File: src/rtl/vliw_dsp_opcode_class_decoder_core_assert.svh
// Assertion macros for the instruction format decoder.
// Included by the top level; relies on clk and rst_n being in scope.
`ifndef VLIW_DSP_OPCODE_CLASS_DECODER_CORE_ASSERT_SVH
`define VLIW_DSP_OPCODE_CLASS_DECODER_CORE_ASSERT_SVH

// Check a property on every rising edge outside reset.
`define VDOC_ASSERT(label, prop, msg) \
    label: assert property (@(posedge clk) disable iff (!rst_n) (prop)) else $error(msg);

// Check that an antecedent implies a consequent in the same cycle.
`define VDOC_ASSERT_IMPLY(label, ante, cons, msg) \
    `VDOC_ASSERT(label, (ante) |-> (cons), msg)

`endif

File: src/rtl/vdoc_pkg.sv
// Shared types, codes and helpers for the instruction format decoder.
// Used by vdoc_feature, vdoc_class_sel and the top level; no dependencies.
package vdoc_pkg;

    // Encoding class codes, numbered in decision-tree order
    localparam logic [4:0] CLS_UNDEF       = 5'd0;
    localparam logic [4:0] CLS_S_ADDKPC    = 5'd1;
    localparam logic [4:0] CLS_S_BREG      = 5'd2;
    localparam logic [4:0] CLS_S_BNOP_REG  = 5'd3;
    localparam logic [4:0] CLS_S_BDEC      = 5'd4;
    localparam logic [4:0] CLS_S_BNOP_DISP = 5'd5;
    localparam logic [4:0] CLS_S_UNARY     = 5'd6;
    localparam logic [4:0] CLS_S_BPTR      = 5'd7;
    localparam logic [4:0] CLS_S_SRC       = 5'd8;
    localparam logic [4:0] CLS_N_NOP       = 5'd9;
    localparam logic [4:0] CLS_L_UNARY     = 5'd10;
    localparam logic [4:0] CLS_L_SRC_UNC   = 5'd11;
    localparam logic [4:0] CLS_L_SRC       = 5'd12;
    localparam logic [4:0] CLS_M_MPY       = 5'd13;
    localparam logic [4:0] CLS_D_LKWD      = 5'd14;
    localparam logic [4:0] CLS_D_SRC       = 5'd15;
    localparam logic [4:0] CLS_D_ADDAX     = 5'd16;
    localparam logic [4:0] CLS_D_LDST_LONG = 5'd17;
    localparam logic [4:0] CLS_D_LDST      = 5'd18;
    localparam logic [4:0] CLS_MX_UNARY    = 5'd19;
    localparam logic [4:0] CLS_MX_SRC_UNC  = 5'd20;
    localparam logic [4:0] CLS_MX_COMPOUND = 5'd21;
    localparam logic [4:0] CLS_SX_SRC_UNC  = 5'd22;
    localparam logic [4:0] CLS_SX_SRC      = 5'd23;
    localparam logic [4:0] CLS_DX_SRC      = 5'd24;
    localparam logic [4:0] CLS_S_FIELD     = 5'd25;
    localparam logic [4:0] CLS_S_MVK       = 5'd26;
    localparam logic [4:0] CLS_S_ADDK      = 5'd27;
    localparam logic [4:0] CLS_S_CALL      = 5'd28;
    localparam logic [4:0] CLS_S_BDISP     = 5'd29;

    // Execution unit codes
    localparam logic [3:0] UNIT_NIL  = 4'd0;
    localparam logic [3:0] UNIT_L1   = 4'd1;
    localparam logic [3:0] UNIT_L2   = 4'd2;
    localparam logic [3:0] UNIT_S1   = 4'd3;
    localparam logic [3:0] UNIT_S2   = 4'd4;
    localparam logic [3:0] UNIT_M1   = 4'd5;
    localparam logic [3:0] UNIT_M2   = 4'd6;
    localparam logic [3:0] UNIT_D1   = 4'd7;
    localparam logic [3:0] UNIT_D2   = 4'd8;

    // Field match flags produced from one instruction word
    typedef struct packed {
        logic grp_s;       // bits 5..2 select the S opcode group
        logic s_addkpc;
        logic s_breg;
        logic t_zero;      // bits 27..23 all zero
        logic t_one;       // bits 27..23 equal one
        logic s_bdec;
        logic s_bnop;
        logic s_unary;
        logic s_bptr;
        logic nop;
        logic grp_l;
        logic l_unary;
        logic creg_unc;    // condition field marks an unconditional word
        logic grp_m;
        logic grp_d;
        logic d_lkwd;
        logic ls_long;
        logic ls_basic;
        logic grp_x;
        logic x_sel_lo;
        logic x_sel_s;
        logic mx_unary;
        logic s_field;
        logic s_mvk;
        logic s_addk;
        logic s_disp;
    } vdoc_flags_t;

    // Map a class to its execution unit
    function automatic logic [3:0] unit_of(input logic [4:0] cls, input logic side,
                                           input logic bit7);
        logic [3:0] unit;
        unit = UNIT_NIL;
        unique case (cls)
            CLS_S_ADDKPC, CLS_S_BREG, CLS_S_BNOP_REG, CLS_S_BDEC, CLS_S_BNOP_DISP,
            CLS_S_UNARY, CLS_S_BPTR, CLS_S_SRC, CLS_SX_SRC_UNC, CLS_SX_SRC,
            CLS_S_FIELD, CLS_S_MVK, CLS_S_ADDK, CLS_S_CALL, CLS_S_BDISP:
                unit = side ? UNIT_S2 : UNIT_S1;
            CLS_L_UNARY, CLS_L_SRC_UNC, CLS_L_SRC:
                unit = side ? UNIT_L2 : UNIT_L1;
            CLS_M_MPY, CLS_MX_UNARY, CLS_MX_SRC_UNC, CLS_MX_COMPOUND:
                unit = side ? UNIT_M2 : UNIT_M1;
            CLS_D_LKWD, CLS_D_SRC, CLS_D_ADDAX, CLS_DX_SRC:
                unit = side ? UNIT_D2 : UNIT_D1;
            CLS_D_LDST_LONG:
                unit = UNIT_D2;
            CLS_D_LDST:
                unit = bit7 ? UNIT_D2 : UNIT_D1;
            default:
                unit = UNIT_NIL;
        endcase
        return unit;
    endfunction

endpackage

File: src/rtl/vdoc_feature.sv
// Field matcher: compares the bit fields of one instruction word.
// Depends on vdoc_pkg for the flag struct.
module vdoc_feature (
    input  logic [31:0]          word,
    output vdoc_pkg::vdoc_flags_t flags
);

    logic [5:0] op;
    logic       xbit;
    logic       sbit;
    logic [4:0] b2_6;
    logic [3:0] creg_z;
    logic [1:0] sel;

    assign op     = word[11:6];
    assign xbit   = word[12];
    assign sbit   = word[1];
    assign b2_6   = word[6:2];
    assign creg_z = word[31:28];
    assign sel    = word[11:10];

    // Match every field the decision tree tests
    always_comb
    begin
        flags.grp_s    = (word[5:2] == 4'h8);
        flags.s_addkpc = !xbit && (op == 6'h05);
        flags.s_breg   = (op == 6'h0D);
        flags.t_zero   = (word[27:23] == 5'd0);
        flags.t_one    = (word[27:23] == 5'd1);
        flags.s_bdec   = (op == 6'h00);
        flags.s_bnop   = !xbit && (op == 6'h04);
        flags.s_unary  = (op == 6'h3A);
        flags.s_bptr   = (word[27:21] == 7'd0) && (word[17:6] == 12'h003) && sbit;
        flags.nop      = (word[12:1] == 12'd0) && (word[31:17] == 15'd0);
        flags.grp_l    = (b2_6[2:0] == 3'h6);
        flags.l_unary  = (word[11:5] == 7'h1A);
        flags.creg_unc = (creg_z == 4'h1);
        flags.grp_m    = (b2_6 == 5'h00);
        flags.grp_d    = (b2_6 == 5'h10);
        flags.d_lkwd   = sbit && (word[17:10] == 8'h01);
        flags.ls_long  = (word[3:2] == 2'h3);
        flags.ls_basic = (word[3:2] == 2'h1);
        flags.grp_x    = (word[5:2] == 4'hC);
        flags.x_sel_lo = !sel[1];
        flags.x_sel_s  = (sel == 2'h3);
        flags.mx_unary = (word[10:6] == 5'h03);
        flags.s_field  = (word[5:2] == 4'h2);
        flags.s_mvk    = (word[5:2] == 4'hA);
        flags.s_addk   = (b2_6 == 5'h14);
        flags.s_disp   = (b2_6 == 5'h04);
    end

endmodule

File: src/rtl/vdoc_class_sel.sv
// Class selector: walks the decision tree over precomputed field flags.
// Depends on vdoc_pkg for the flag struct and class codes.
module vdoc_class_sel (
    input  vdoc_pkg::vdoc_flags_t flags,
    output logic [4:0]            cls
);

    // Pick the first matching branch of the tree
    always_comb
    begin
        priority if (flags.grp_s)
        begin
            priority if (flags.s_addkpc)  cls = vdoc_pkg::CLS_S_ADDKPC;
            else if (flags.s_breg)
            begin
                priority if (flags.t_zero)     cls = vdoc_pkg::CLS_S_BREG;
                else if (flags.t_one)          cls = vdoc_pkg::CLS_S_BNOP_REG;
                else                           cls = vdoc_pkg::CLS_UNDEF;
            end
            else if (flags.s_bdec)        cls = vdoc_pkg::CLS_S_BDEC;
            else if (flags.s_bnop)        cls = vdoc_pkg::CLS_S_BNOP_DISP;
            else if (flags.s_unary)       cls = vdoc_pkg::CLS_S_UNARY;
            else if (flags.s_bptr)        cls = vdoc_pkg::CLS_S_BPTR;
            else                          cls = vdoc_pkg::CLS_S_SRC;
        end
        else if (flags.nop)               cls = vdoc_pkg::CLS_N_NOP;
        else if (flags.grp_l)
        begin
            priority if (flags.l_unary)   cls = vdoc_pkg::CLS_L_UNARY;
            else if (flags.creg_unc)      cls = vdoc_pkg::CLS_L_SRC_UNC;
            else                          cls = vdoc_pkg::CLS_L_SRC;
        end
        else if (flags.grp_m)             cls = vdoc_pkg::CLS_M_MPY;
        else if (flags.grp_d)
            cls = flags.d_lkwd ? vdoc_pkg::CLS_D_LKWD : vdoc_pkg::CLS_D_SRC;
        else if (flags.ls_long)
            cls = flags.creg_unc ? vdoc_pkg::CLS_D_ADDAX : vdoc_pkg::CLS_D_LDST_LONG;
        else if (flags.ls_basic)          cls = vdoc_pkg::CLS_D_LDST;
        else if (flags.grp_x)
        begin
            priority if (flags.x_sel_lo)
            begin
                priority if (flags.mx_unary)   cls = vdoc_pkg::CLS_MX_UNARY;
                else if (flags.creg_unc)       cls = vdoc_pkg::CLS_MX_SRC_UNC;
                else                           cls = vdoc_pkg::CLS_MX_COMPOUND;
            end
            else if (flags.x_sel_s)
                cls = flags.creg_unc ? vdoc_pkg::CLS_SX_SRC_UNC : vdoc_pkg::CLS_SX_SRC;
            else                          cls = vdoc_pkg::CLS_DX_SRC;
        end
        else if (flags.s_field)           cls = vdoc_pkg::CLS_S_FIELD;
        else if (flags.s_mvk)             cls = vdoc_pkg::CLS_S_MVK;
        else if (flags.s_addk)            cls = vdoc_pkg::CLS_S_ADDK;
        else if (flags.s_disp)
            cls = flags.creg_unc ? vdoc_pkg::CLS_S_CALL : vdoc_pkg::CLS_S_BDISP;
        else                              cls = vdoc_pkg::CLS_UNDEF;
    end

endmodule

File: src/rtl/vliw_dsp_opcode_class_decoder_core.sv
// Top level of the instruction format decoder: four-stage pipeline.
// Depends on vdoc_pkg, vdoc_feature, vdoc_class_sel and the assertion header.

// Classifies one 32-bit instruction word per clock, unless out_stall holds
// the pipeline, into its encoding class (0 undefined, 1..29), its execution
// unit and the parallel bit. Throughput is one word per cycle while the
// output is not stalled. A word passes through four register stages: input
// capture, field match, class selection and unit lookup with the output
// register. Each stage has its own valid bit and loads whenever it is empty
// or the stage after it moves, so bubbles close up behind a stalled output
// and the input keeps taking words until the pipeline is full.
`include "vliw_dsp_opcode_class_decoder_core_assert.svh"

module vliw_dsp_opcode_class_decoder_core (
    input  logic        clk,
    input  logic        rst_n,
    input  logic        in_valid,
    output logic        in_stall,
    input  logic [31:0] instr_word,
    output logic        out_valid,
    input  logic        out_stall,
    output logic [4:0]  format_class,
    output logic [3:0]  exec_unit,
    output logic        parallel_flag
);

    // Stage 1: captured word
    logic                  v1_reg;
    logic [31:0]           word1_reg;

    // Stage 2: field flags
    logic                  v2_reg;
    vdoc_pkg::vdoc_flags_t flags2_reg;
    vdoc_pkg::vdoc_flags_t flags2_next;
    logic                  side2_reg;
    logic                  bit7_2_reg;
    logic                  par2_reg;

    // Stage 3: class
    logic                  v3_reg;
    logic [4:0]            cls3_reg;
    logic [4:0]            cls3_next;
    logic                  side3_reg;
    logic                  bit7_3_reg;
    logic                  par3_reg;

    // Stage 4: output
    logic                  out_valid_reg;
    logic [4:0]            class_out_reg;
    logic [3:0]            unit_out_reg;
    logic [3:0]            unit_out_next;
    logic                  par_out_reg;

    logic                  en_out;
    logic                  en3;
    logic                  en2;
    logic                  en1;

    // Advance each stage when it is empty or its successor moves
    assign en_out   = !out_valid_reg || !out_stall;
    assign en3      = !v3_reg || en_out;
    assign en2      = !v2_reg || en3;
    assign en1      = !v1_reg || en2;
    assign in_stall = !en1;

    // Match fields of the captured word
    vdoc_feature u_feature (
        .word  (word1_reg),
        .flags (flags2_next)
    );

    // Walk the decision tree
    vdoc_class_sel u_class_sel (
        .flags (flags2_reg),
        .cls   (cls3_next)
    );

    assign unit_out_next = vdoc_pkg::unit_of(cls3_reg, side3_reg, bit7_3_reg);

    // Valid bits
    always_ff @(posedge clk or negedge rst_n)
    begin
        if (!rst_n)
        begin
            v1_reg        <= 1'b0;
            v2_reg        <= 1'b0;
            v3_reg        <= 1'b0;
            out_valid_reg <= 1'b0;
        end
        else
        begin
            if (en1)
                v1_reg <= in_valid;
            if (en2)
                v2_reg <= v1_reg;
            if (en3)
                v3_reg <= v2_reg;
            if (en_out)
                out_valid_reg <= v3_reg;
        end
    end

    // Payload registers, held while their stage is stalled
    always_ff @(posedge clk)
    begin
        if (en1)
            word1_reg <= instr_word;
        if (en2)
        begin
            flags2_reg <= flags2_next;
            side2_reg  <= word1_reg[1];
            bit7_2_reg <= word1_reg[7];
            par2_reg   <= word1_reg[0];
        end
        if (en3)
        begin
            cls3_reg   <= cls3_next;
            side3_reg  <= side2_reg;
            bit7_3_reg <= bit7_2_reg;
            par3_reg   <= par2_reg;
        end
        if (en_out)
        begin
            class_out_reg <= cls3_reg;
            unit_out_reg  <= unit_out_next;
            par_out_reg   <= par3_reg;
        end
    end

    assign out_valid     = out_valid_reg;
    assign format_class  = class_out_reg;
    assign exec_unit     = unit_out_reg;
    assign parallel_flag = par_out_reg;

    // Checks
    `VDOC_ASSERT_IMPLY(a_stall_full, in_stall, v1_reg && v2_reg && v3_reg && out_valid_reg,
                       "input stalled while the pipeline has a free stage")
    `VDOC_ASSERT_IMPLY(a_class_range, out_valid_reg, class_out_reg <= vdoc_pkg::CLS_S_BDISP,
                       "class code out of range")
    `VDOC_ASSERT_IMPLY(a_no_unit, out_valid_reg && (class_out_reg == vdoc_pkg::CLS_UNDEF ||
                       class_out_reg == vdoc_pkg::CLS_N_NOP), unit_out_reg == vdoc_pkg::UNIT_NIL,
                       "undefined or nop word assigned a unit")
    `VDOC_ASSERT_IMPLY(a_unit_set, out_valid_reg && class_out_reg != vdoc_pkg::CLS_UNDEF &&
                       class_out_reg != vdoc_pkg::CLS_N_NOP, unit_out_reg != vdoc_pkg::UNIT_NIL,
                       "defined class without a unit")

endmodule
File: config.mk
export PLATFORM = sky130hd
export DESIGN_NAME = vliw_dsp_opcode_class_decoder_core
export DESIGN_NICKNAME = d
export VERILOG_FILES = /design/src/rtl/vdoc_pkg.sv /design/src/rtl/vdoc_feature.sv /design/src/rtl/vdoc_class_sel.sv /design/src/rtl/vliw_dsp_opcode_class_decoder_core.sv
export VERILOG_INCLUDE_DIRS = /design/src /design/src/rtl
export SDC_FILE = /design/constraint.sdc
export NUM_CORES = 1
export LEC_CHECK = 0
export BUFFER_PORTS_ARGS = -buffer_cell sky130_fd_sc_hd__buf_2
export CORE_ASPECT_RATIO = 2
export CORE_MARGIN = 2
export CORE_UTILIZATION = 61
export CTS_CLUSTER_DIAMETER = 30
export DETAILED_ROUTE_END_ITERATION = 10
export PLACE_DENSITY = 0.83
export SKIP_CTS_REPAIR_TIMING = 1
export SLEW_MARGIN = 20
export SYNTH_ARGS = -nofsm -noshare
export SYNTH_HDL_FRONTEND = slang
export SYNTH_SLANG_ARGS = --single-unit
File: constraint.sdc
create_clock -name clk -period 5.6 [get_ports clk]
set_input_delay 1.12 -clock clk [delete_from_list [all_inputs] [get_ports clk]]
set_output_delay 1.12 -clock clk [all_outputs]
set_load 0.03 [all_outputs]
* After elaboration in Yosys (flattened, before gate mapping) *
Index checks and enable logic that the tools add are counted.

cells by class
  equal/unequal tests = 49
  mux-type cells = 36
  reduce and logical (&&, ||, !) cells = 28

operators by type and width
  kind                                             number
  two-way mux 5 bit                                22
  == test 5 bit (second input constant)            16
  == test 5 x 4 -> 1 bit (second input constant)   7
  == test 5 x 3 -> 1 bit (second input constant)   5
  one-hot mux 4 bit (6 select lines)               1
  == test 5 x 2 -> 1 bit (second input constant)   3
  zero test 15 bit                                 1
  OR reduction 15 bit                              1
  == test 12 x 2 -> 1 bit (second input constant)  1
  == test 4 bit (second input constant)            3
  == test 6 x 3 -> 1 bit (second input constant)   2
  zero test 12 bit                                 1
  two-way mux 4 bit                                3
  == test 5 x 1 -> 1 bit (second input constant)   2
  zero test 5 bit                                  2
  == test 8 x 1 -> 1 bit (second input constant)   1
  zero test 1 bit                                  8
  OR reduction 4 bit                               2
  == test 7 x 5 -> 1 bit (second input constant)   1
  zero test 7 bit                                  1
  == test 6 x 4 -> 1 bit (second input constant)   1
  == test 6 bit (second input constant)            1
  logical AND 1 bit                                6
  zero test 6 bit                                  1
  10 further kinds                                 21

word-level totals
  flip-flop bits (word level) = 83
  input port bits = 36
  output and inout bits = 12
  word-level logic and storage cells = 154

* Depth between registers and ports, before layout *
Gate-level depths: netlist of run 1.

  depth in word-level cells = 13
  mapped depth = 5
  gate-level depth less buffers = 4

* Hierarchy *
Synthesis of run 1 repeated with hierarchy kept, for this count alone.

unflattened totals
  cell total of the unflattened synthesis = 251
  area, all modules = 3,508.4 µm²

modules (own cells, without submodules)
  module                              instances  cells an instance  area an instance (µm²)
  vliw_dsp_opcode_class_decoder_core  1          142                2,871.5
  vdoc_class_sel                      1          58                 351.6
  vdoc_feature                        1          51                 285.3

* Least setup slack after synthesis of run 1 *
OpenSTA, ideal clock, no wires.

  kind = in2out
  from = in out_stall
  to = out in_stall
  arrival time = 2.637 ns
  data required time = 4.480 ns
  path slack = 1.843 ns
  stages = 3
  path buffers = 0
  cells stage by stage = and3_1 nand3_1 inv_1

between the ends
  longest elaborated chain between the ends = 6

RTL lines
  element             RTL line                                  text
  start: declaration  vliw_dsp_opcode_class_decoder_core.sv:21  input logic out_stall,
  zero test 1 bit     vliw_dsp_opcode_class_decoder_core.sv:60  assign en_out = !out_valid_reg || !out_stall;
  logical OR 1 bit    vliw_dsp_opcode_class_decoder_core.sv:60
  logical OR 1 bit    vliw_dsp_opcode_class_decoder_core.sv:61  assign en3 = !v3_reg || en_out;
  logical OR 1 bit    vliw_dsp_opcode_class_decoder_core.sv:62  assign en2 = !v2_reg || en3;
  logical OR 1 bit    vliw_dsp_opcode_class_decoder_core.sv:63  assign en1 = !v1_reg || en2;
  zero test 1 bit     vliw_dsp_opcode_class_decoder_core.sv:64  assign in_stall = !en1;
  end: declaration    vliw_dsp_opcode_class_decoder_core.sv:18  output logic in_stall,

No other way between the ends.

* Worst setup path in the final report of run 1 *
Ends and elaborated chain as after synthesis.

==> results of run 1 <==
[worst max-delay path, stage by stage]
cell                      delay, ps
sky130_fd_sc_hd__buf_2          100
sky130_fd_sc_hd__and3_1         180
sky130_fd_sc_hd__nand3_1         90
sky130_fd_sc_hd__buf_4          350
sky130_fd_sc_hd__inv_1           70
sky130_fd_sc_hd__buf_2          180
[Yosys cell counts (2+ instances only)]
| cell type | instances |
|---|---|
| sky130_fd_sc_hd__nand3_1 | 3 |
| sky130_fd_sc_hd__clkbuf_1 | 4 |
| sky130_fd_sc_hd__nor2_1 | 27 |
| sky130_fd_sc_hd__and2_1 | 4 |
| sky130_fd_sc_hd__a221oi_1 | 2 |
| sky130_fd_sc_hd__or2_2 | 2 |
| sky130_fd_sc_hd__and3_1 | 3 |
| sky130_fd_sc_hd__nand2_1 | 14 |
| sky130_fd_sc_hd__o21ai_0 | 13 |
| sky130_fd_sc_hd__o31ai_1 | 2 |
| sky130_fd_sc_hd__nor3_1 | 11 |
| sky130_fd_sc_hd__nor4b_1 | 2 |
| sky130_fd_sc_hd__o221ai_1 | 2 |
| sky130_fd_sc_hd__and4_1 | 2 |
| sky130_fd_sc_hd__a21oi_1 | 10 |
| sky130_fd_sc_hd__nor2b_1 | 7 |
| sky130_fd_sc_hd__edfxtp_1 | 79 |
| sky130_fd_sc_hd__nand2b_1 | 9 |
| sky130_fd_sc_hd__inv_1 | 14 |
| sky130_fd_sc_hd__a31oi_1 | 2 |
| sky130_fd_sc_hd__nor3b_1 | 3 |
| sky130_fd_sc_hd__a2111oi_0 | 2 |
| sky130_fd_sc_hd__nor4_1 | 7 |
| sky130_fd_sc_hd__dfrtp_1 | 4 |
[final cells by class]
cell class	count	area (um^2)	share of cell area, %
Sequential cell	83	2470	63.1
Timing Repair Buffer	48	243	6.19
Clock inverter	4	73.8	1.88
Inverter	14	52.6	1.34
Tap cell	60	75.1	1.92
Multi-Input combinational cell	146	847	21.6
Clock buffer	12	155	3.96
[metal layers]
| layer | GRT usage (%) | vias up |
|---|---|---|
| met4 | 15.6 | 0 |
| met5 | 0 | - |
| met3 | 4.94 | 20 |
| li1 | - | 1051 |
| met2 | 38.5 | 81 |
| met1 | 17.9 | 1018 |
[metrics by stage]
step,total power [mW],util (%),hold WS [ps]
global placement,1.09,68.6,403
floorplan,1.02,-,400
CTS,1.56,72.9,423
detailed placement,1.10,68.6,412
global route,1.63,72.9,437
finish,1.56,72.9,424
[how the worst min path moves through the flow]
stage | start | endpoint | cells after the start
floorplan | bit7_2_reg | bit7_3_reg | 0
global placement | par3_reg | parallel_flag | 0
detailed placement | bit7_2_reg | bit7_3_reg | 0
CTS | bit7_2_reg | bit7_3_reg | 0
global route | bit7_2_reg | bit7_3_reg | 0
finish | bit7_2_reg | bit7_3_reg | 0
[logic make-up after synthesis]
group,share of synthesized area [%]
AND/OR/NAND/NOR,15.7
AO/OA/AOI/OAI,8.60
multiplexers,0.332
buffers and inverters,2.14
XOR/XNOR,0.258
flip-flops,72.9
[power by group]
part           switching [mW]  leakage [nW]  internal, mW  total, mW
Clock                   0.191         0.117         0.276      0.467
Combinational           0.137         0.515        0.0922      0.230
Sequential             0.0766         0.879         0.784      0.860
==> impl_metrics.env, run 1 <==
export IMPL_status="finished, final reports clean"
export IMPL_synth_top_cells_by_area="sky130_fd_sc_hd__edfxtp_1 (70%), sky130_fd_sc_hd__nor2_1 (3.0%), sky130_fd_sc_hd__dfrtp_1 (3.0%)"
export IMPL_rsz0062_at_grt="false"
export IMPL_finish_cell_count_without_fillers=367
export IMPL_setup_reg_to_reg_worst_slack_ps=3690
export IMPL_detail_route_iter0_violations=137
export IMPL_postSynthCellCount=248
export IMPL_worst_slew_margin_rel_pct=59.4
export IMPL_worstSetupStartpoint="out_stall"
export IMPL_ioPinCount=48
export IMPL_final_max_slew_violation_count=0
export IMPL_netlist_cell_type_count=44
export IMPL_timing_reg2reg_worst_path_depth=3
export IMPL_worst_slew_pin_transition_ps=607
export IMPL_largest_register_ff_count=32
export IMPL_numCtsBuffers=9
export IMPL_placeableCoreArea_um2=5370
export IMPL_seq_area_frac_synth_pct=72.9
export IMPL_number_of_port_buffers=47
export IMPL_routed_wl_mm=5.63
export IMPL_synth_avg_cell_area_um2=13.7
export IMPL_grt_max_degree=35
export IMPL_layout_drive_gt1_share_pct=22.8
export IMPL_antenna_left=0
export IMPL_count_of_flip_flops_with_a_built_in_enable_after_synthesis=79
export IMPL_worstPathArrival_ps=2100
export IMPL_synth_warning_count=0
export IMPL_chipHeight_um=109
export IMPL_place_ws_ps=2400
export IMPL_antenna_found_initial=0
export IMPL_htreeDepth=3
export IMPL_postLayoutSetupSlackWorst_ps=2380
export IMPL_maxCapViolations=0
export IMPL_horizontal_die_dimension_um=56.7
export IMPL_stdcell_area_um2=3920
export IMPL_start_util_pct=63.1
export IMPL_crit_path_max_fanout=34
export IMPL_async_flop_share_pct=4.82
export IMPL_achievable_frequency_mhz=311
export IMPL_skew_ps=10.1
export IMPL_design_die_area_um2=6210
export IMPL_met3RoutedLength_um=223
export IMPL_leakage_nw=1.51
export IMPL_dp_cells=351
export IMPL_numClockSinks=83
export IMPL_number_of_endpoints_with_negative_hold_slack_in_the_final_report=0
export IMPL_worstPathRequired_ps=4480
export IMPL_worst_vdd_drop_uv=317
export IMPL_clock_path_buffers=2
export IMPL_post_synth_instance_area_um2=3390
export IMPL_predominant_post_synthesis_flop_cell="sky130_fd_sc_hd__edfxtp_1"
export IMPL_nFillCells=354
export IMPL_regToRegStartpoint="cls3_reg[4]"
export IMPL_grt_overflow_total=0
export IMPL_synth_largest_type_area_fraction_pct=70.0
export IMPL_setup_tns_final_ps=0
export IMPL_met2_length_mm=3.34
export IMPL_firstDrtPassIters=5
export IMPL_viasPerCell=5.91
export IMPL_design_final_nets=338
export IMPL_critical_path_reg2reg_endpoint="exec_unit[0]"
export IMPL_tritoncts="built"
export IMPL_antenna_diodes=0
export IMPL_placed_area_um2=3690
export IMPL_route_top_layer_used="met4"
export IMPL_synth_seq_cells=83
export IMPL_remaining_drc_errors=0
export IMPL_clk_pin_slew_worst_setup_hold_paths_ps=80
export IMPL_end_kind="primary output"
export IMPL_area_growth_pct=15.6
export IMPL_post_route_period_util_pct=57.5
export IMPL_most_common_layout_cells="sky130_fd_sc_hd__edfxtp_1 (79), sky130_fd_sc_hd__buf_2 (47), sky130_fd_sc_hd__nor2_1 (27)"
export IMPL_wl_per_cell_um=15.3
export IMPL_critical_path_endpoint="in_stall"
export IMPL_worst_hold_check_path_type="reg2reg"
export IMPL_placement_rows=38
export IMPL_m1WireLength_mm=1.77
export IMPL_track_usage_pct=20.5
export IMPL_place_detailed_hpwl_mm=4.03
export IMPL_synth_largest_area_cell="sky130_fd_sc_hd__edfxtp_1"
export IMPL_vias=2170
export IMPL_path_class="in2out"
export IMPL_power_density_nw_per_um2=397
export IMPL_layout_cells_most_common="sky130_fd_sc_hd__edfxtp_1"
export IMPL_worstSkewPairLatency_ps=340
export IMPL_grt_pass1_vias=2163
export IMPL_clk_root_buffer_cell="sky130_fd_sc_hd__clkbuf_8"
export IMPL_finalSetupViolCount=0
export IMPL_place_congestion=0.930
export IMPL_cp_start_kind="input pin"
export IMPL_mapped_nets=284
export IMPL_finalCriticalPeriod_ps=3220
export IMPL_grt_first_pass_wirelength_mm=9.20
Power figures use the tool's default switching activity.
==> run 2, diff against run 1 <==
CORE_UTILIZATION = 51   (was 61)
PLACE_DENSITY = 0.74   (was 0.83)
clock period = 2.8 ns   (was 5.6 ns; I/O delays follow)
==> run 2 against run 1 <==
Against the previous run:
- count of clock-buffer cells in the layout is 1 lower
- power rose by 120%
- sequential cell count unchanged
- utilization decreased by 11 points
- setup slack worse by 1400 ps
- non-clock buffer count is 1 higher
- critical path depth decreased by 2
- first-iteration DRC count down 23%
==> impl_metrics.env, run 2 (same netlist as run 1, synthesis figures left out) <==
export IMPL_worstPathArrival_ps=1270
export IMPL_antenna_found_initial=0
export IMPL_postLayoutSetupSlackWorst_ps=974
export IMPL_busiest_layer="met2"
export IMPL_layout_drive_gt1_share_pct=22.1
export IMPL_horizontal_die_dimension_um=61.6
export IMPL_crit_path_max_fanout=3
export IMPL_chipHeight_um=119
export IMPL_detail_route_iter0_violations=106
export IMPL_met1_usage_grt_pct=18.5
export IMPL_viasPerCell=5.40
export IMPL_clk_root_buffer_cell="sky130_fd_sc_hd__clkbuf_16"
export IMPL_largest_register_ff_count=32
export IMPL_remaining_drc_errors=0
export IMPL_grt_first_pass_wirelength_mm=9.03
export IMPL_vias=2139
export IMPL_post_route_period_util_pct=65.2
export IMPL_htreeDepth=3
export IMPL_grt_pass1_vias=2074
export IMPL_placed_area_um2=3730
export IMPL_finalCriticalPeriod_ps=1830
export IMPL_firstDrtPassIters=4
export IMPL_final_max_slew_violation_count=0
export IMPL_worst_slew_margin_rel_pct=62.4
export IMPL_power_density_nw_per_um2=835
export IMPL_placeableCoreArea_um2=6520
export IMPL_worstPathRequired_ps=2240
export IMPL_place_detailed_hpwl_mm=4.06
export IMPL_design_die_area_um2=7350
export IMPL_place_congestion=0.862
export IMPL_power_frac_seq_pct=50.9
export IMPL_wl_per_cell_um=13.7
export IMPL_status="finished, final reports clean"
export IMPL_most_common_layout_cells="sky130_fd_sc_hd__edfxtp_1 (79), sky130_fd_sc_hd__buf_2 (47), sky130_fd_sc_hd__nor2_1 (27)"
export IMPL_rsz0062_at_grt="false"
export IMPL_worst_vdd_drop_uv=578
export IMPL_p_int_mw=2.53
export IMPL_timing_reg2reg_worst_path_depth=3
export IMPL_number_of_endpoints_with_negative_hold_slack_in_the_final_report=0
export IMPL_ioPinCount=48
export IMPL_antenna_left=0
export IMPL_start_util_pct=52.0
export IMPL_met2_track_demand_over_resource_pct=27.9
export IMPL_numCtsBuffers=9
export IMPL_critical_path_reg2reg_endpoint="exec_unit[0]"
export IMPL_grt_overflow_total=0
export IMPL_leakage_nw=1.55
export IMPL_end_kind="primary output"
export IMPL_regToRegStartpoint="cls3_reg[4]"
export IMPL_numClockSinks=83
export IMPL_routed_wl_mm=5.42
export IMPL_tritoncts="built"
export IMPL_setup_tns_final_ps=0
export IMPL_total_switching_power_uw=843
export IMPL_clock_path_buffers=2
export IMPL_place_ws_ps=1020
export IMPL_design_final_nets=339
export IMPL_area_growth_pct=19.2
export IMPL_worst_slew_pin_transition_ps=559
export IMPL_path_class="reg2out"
export IMPL_antenna_diodes=0
export IMPL_switching_share_pct=25.0
export IMPL_worstSkewPairLatency_ps=330
export IMPL_track_usage_pct=17.2
export IMPL_critical_path_max_stage_delay_ps=360
export IMPL_layout_cells_most_common="sky130_fd_sc_hd__edfxtp_1"
export IMPL_clk_pin_slew_worst_setup_hold_paths_ps=60
export IMPL_stdcell_area_um2=4040
export IMPL_comb_power_share_pct=13.6
export IMPL_cp_cell_sequence="and3_1 > nand3_1 > inv_1 > buf_2"
export IMPL_cpMaxStageDelayCell="sky130_fd_sc_hd__dfrtp_1"
export IMPL_grt_met3_usage_pct=5.54
export IMPL_grt_max_degree=34
export IMPL_achievable_frequency_mhz=548
export IMPL_power_frac_clock_pct=35.5
export IMPL_maxCapViolations=0
export IMPL_power_total_mw=3.38
export IMPL_number_of_port_buffers=47
export IMPL_placement_rows=42
export IMPL_finalSetupViolCount=0
export IMPL_worst_hold_check_path_type="in2async"
export IMPL_setup_reg_to_reg_worst_slack_ps=1010
export IMPL_cp_start_kind="register"
export IMPL_skew_ps=4.66
-- run 2: layer usage --
metal | up-vias | wire length [um]
li1 | 1050 | -
met1 | 990 | 1940
met2 | 83 | 3010
met3 | 16 | 269
met4 | 0 | 194
met5 | - | 0
-- run 2: area by class of cell --
cell class	count	area [um^2]
fillers	532	2480
flip-flops and latches	83	2470
multi-input cells	146	845
repair buffers	49	250
clock buffers	11	233
well taps	88	110
clock inverters	5	77.6
inverters	14	52.6
-- run 2: power by group through the flow --
stage               clock network [mW]  registers (mW)  logic (mW)
finish                            1.20            1.72       0.459
detailed placement                   0            1.74       0.460
CTS                               1.22            1.72       0.462
global route                      1.28            1.75       0.512
floorplan                            0            1.75       0.299
global placement                     0            1.73       0.442
-- run 2: critical path: cells and delay by family (launching register included) --
family	cells	cell delay, ps
flip-flops	1	360
AND/OR/NAND/NOR	2	320
buffers and inverters	2	250
-- run 2: per-stage QoR --
| step | std cells | utilization (%) | hold WS (ps) |
|---|---|---|---|
| finish | 396 | 62.0 | 17.1 |
| global route | 396 | 62.0 | 9.96 |
| CTS | 396 | 62.0 | 9.24 |
| detailed placement | 380 | 57.2 | 367 |
| global placement | 380 | 57.2 | 368 |
| floorplan | 248 | - | 264 |
-- run 2: worst max path at each step --
stage                 from            to  slack, ps  cells past startpoint
2_1_floorplan    out_valid      in_stall        150                      3
5_1_grt        cls3_reg[1]  exec_unit[0]        860                      4
6_report         out_valid      in_stall        970                      4
3_5_place_dp   cls3_reg[1]  exec_unit[0]       1020                      3
3_3_place_gp     out_stall      in_stall       1050                      5
4_1_cts          out_valid      in_stall        950                      4
==> run 3, diff against run 2 <==
CORE_UTILIZATION = 56   (was 51)
PLACE_DENSITY = 0.77   (was 0.74)
clock period = 1.89 ns   (was 2.8 ns; I/O delays follow)
==> run 3 against run 2 <==
Against the previous run:
- sequential cell count unchanged
- critical path depth down 1
- register-to-register slack worse by 930 ps
- via count up 1.1%
- first-iteration DRC count up 2.8%
- clock skew down 2.2 ps
- routed wire length up 5.2%
- power up 44%
- clock power up 32%
- largest cell class unchanged
- highest routed layer unchanged
==> impl_metrics.env, run 3 (same netlist as run 1, synthesis figures left out) <==
export IMPL_antenna_diodes=0
export IMPL_grt_first_pass_wirelength_mm=9.48
export IMPL_place_detailed_hpwl_mm=4.28
export IMPL_track_usage_pct=19.6
export IMPL_hold_start="instr_word[18]"
export IMPL_end_kind="register"
export IMPL_placeableCoreArea_um2=5910
export IMPL_start_util_pct=57.4
export IMPL_clock_path_buffers=2
export IMPL_worst_hold_slack_ps=227
export IMPL_grt_overflow_total=0
export IMPL_post_route_period_util_pct=95.9
export IMPL_worst_hold_check_path_type="in2reg"
export IMPL_design_die_area_um2=6730
export IMPL_remaining_drc_errors=0
export IMPL_finalSetupViolCount=0
export IMPL_status="finished, final reports clean"
export IMPL_vias=2162
export IMPL_grt_pass1_vias=2220
export IMPL_skew_ps=2.51
export IMPL_worst_vdd_drop_uv=927
export IMPL_antenna_left=0
export IMPL_nFillCells=423
export IMPL_setup_reg_to_reg_worst_slack_ps=80
export IMPL_worst_slew_pin_transition_ps=444
export IMPL_rsz0062_at_grt="false"
export IMPL_grt_max_degree=34
export IMPL_leakage_nw=1.56
export IMPL_largest_register_ff_count=32
export IMPL_hold_path_depth=1
export IMPL_routed_wl_mm=5.70
export IMPL_most_common_layout_cells="sky130_fd_sc_hd__edfxtp_1 (79), sky130_fd_sc_hd__buf_2 (47), sky130_fd_sc_hd__nor2_1 (27)"
export IMPL_setup_tns_final_ps=0
export IMPL_layout_cells_most_common="sky130_fd_sc_hd__edfxtp_1"
export IMPL_finalCriticalPeriod_ps=1810
export IMPL_firstDrtPassIters=4
export IMPL_critical_path_reg2reg_endpoint="exec_unit[0]"
export IMPL_number_of_port_buffers=47
export IMPL_antenna_found_initial=0
export IMPL_multi_input_area_um2=857
export IMPL_timing_reg2reg_worst_path_depth=3
export IMPL_path_class="reg2reg"
export IMPL_crit_path_max_fanout=14
export IMPL_horizontal_die_dimension_um=59.0
export IMPL_worstPathArrival_ps=1940
export IMPL_place_congestion=0.850
export IMPL_power_density_nw_per_um2=1200
export IMPL_worst_slew_margin_rel_pct=69.6
export IMPL_final_seq_area_um2=2470
export IMPL_worstPathRequired_ps=2010
export IMPL_layout_drive_gt1_share_pct=22.9
export IMPL_maxCapViolations=0
export IMPL_worstSkewPairLatency_ps=320
export IMPL_viasPerCell=5.80
export IMPL_regToRegStartpoint="cls3_reg[1]"
export IMPL_numClockSinks=83
export IMPL_design_final_nets=344
export IMPL_achievable_frequency_mhz=552
export IMPL_numCtsBuffers=9
export IMPL_chipHeight_um=114
export IMPL_detail_route_iter0_violations=109
export IMPL_placement_rows=40
export IMPL_timing_hold_worst_endpoint="word1_reg[18]"
export IMPL_clk_root_buffer_cell="sky130_fd_sc_hd__clkbuf_16"
export IMPL_tritoncts="built"
export IMPL_ioPinCount=48
export IMPL_area_growth_pct=19.0
export IMPL_clk_pin_slew_worst_setup_hold_paths_ps=50
export IMPL_htreeDepth=3
export IMPL_final_max_slew_violation_count=0
export IMPL_wl_per_cell_um=15.3
export IMPL_cp_start_kind="register"
export IMPL_number_of_endpoints_with_negative_hold_slack_in_the_final_report=0
==> run 3: final cells by class <==
class	count	share of cell area, %
timing repair buffer	54	7.51
multi-input combinational	146	21.2
tap	63	1.95
inverter	14	1.30
clock inverter	4	1.12
clock buffer	9	5.58
sequential	83	61.3
==> run 3: worst max-delay path: stages, from the launching register on <==
cell and delay, ps:
sky130_fd_sc_hd__edfxtp_1 600, sky130_fd_sc_hd__nand2_1 150, sky130_fd_sc_hd__or4b_1 510, sky130_fd_sc_hd__a221oi_1 350
==> run 3: how the worst max path moves through the flow <==
stage / from / slack (ps) / endpoint
after floorplan: out_valid / 90 / in_stall
after global placement: flags2_reg[15] / 210 / cls3_reg[0]
after detailed placement: cls3_reg[1] / 140 / exec_unit[0]
after CTS: cls3_reg[1] / 110 / exec_unit[0]
after global routing: cls3_reg[1] / 20 / exec_unit[0]
final: cls3_reg[1] / 80 / exec_unit[0]
==> run 3: power by group <==
| group | switching, mW | internal [mW] |
|---|---|---|
| clock network | 0.591 | 0.989 |
| registers | 0.187 | 2.32 |
| logic | 0.455 | 0.307 |
==> run 3: per-layer routing <==
layer	GRT usage (%)	wire length, um	up-vias
met2	33.0	3170	72
met3	4.76	212	19
met4	14.1	223	0
met5	0	0	-
li1	-	-	1057
met1	20.3	2100	1014
==> run 3: stage by stage <==
stage	worst slack (ps)	power, mW	utilization, %	area [um^2]	std cells
after floorplan	90.6	3.04	-	3400	248
after global placement	213	3.26	63.6	3750	359
after detailed placement	138	3.30	63.6	3750	359
after CTS	109	4.88	68.1	4020	372
after global routing	15.5	5.07	68.3	4030	373
final	77.3	4.85	68.3	4030	373
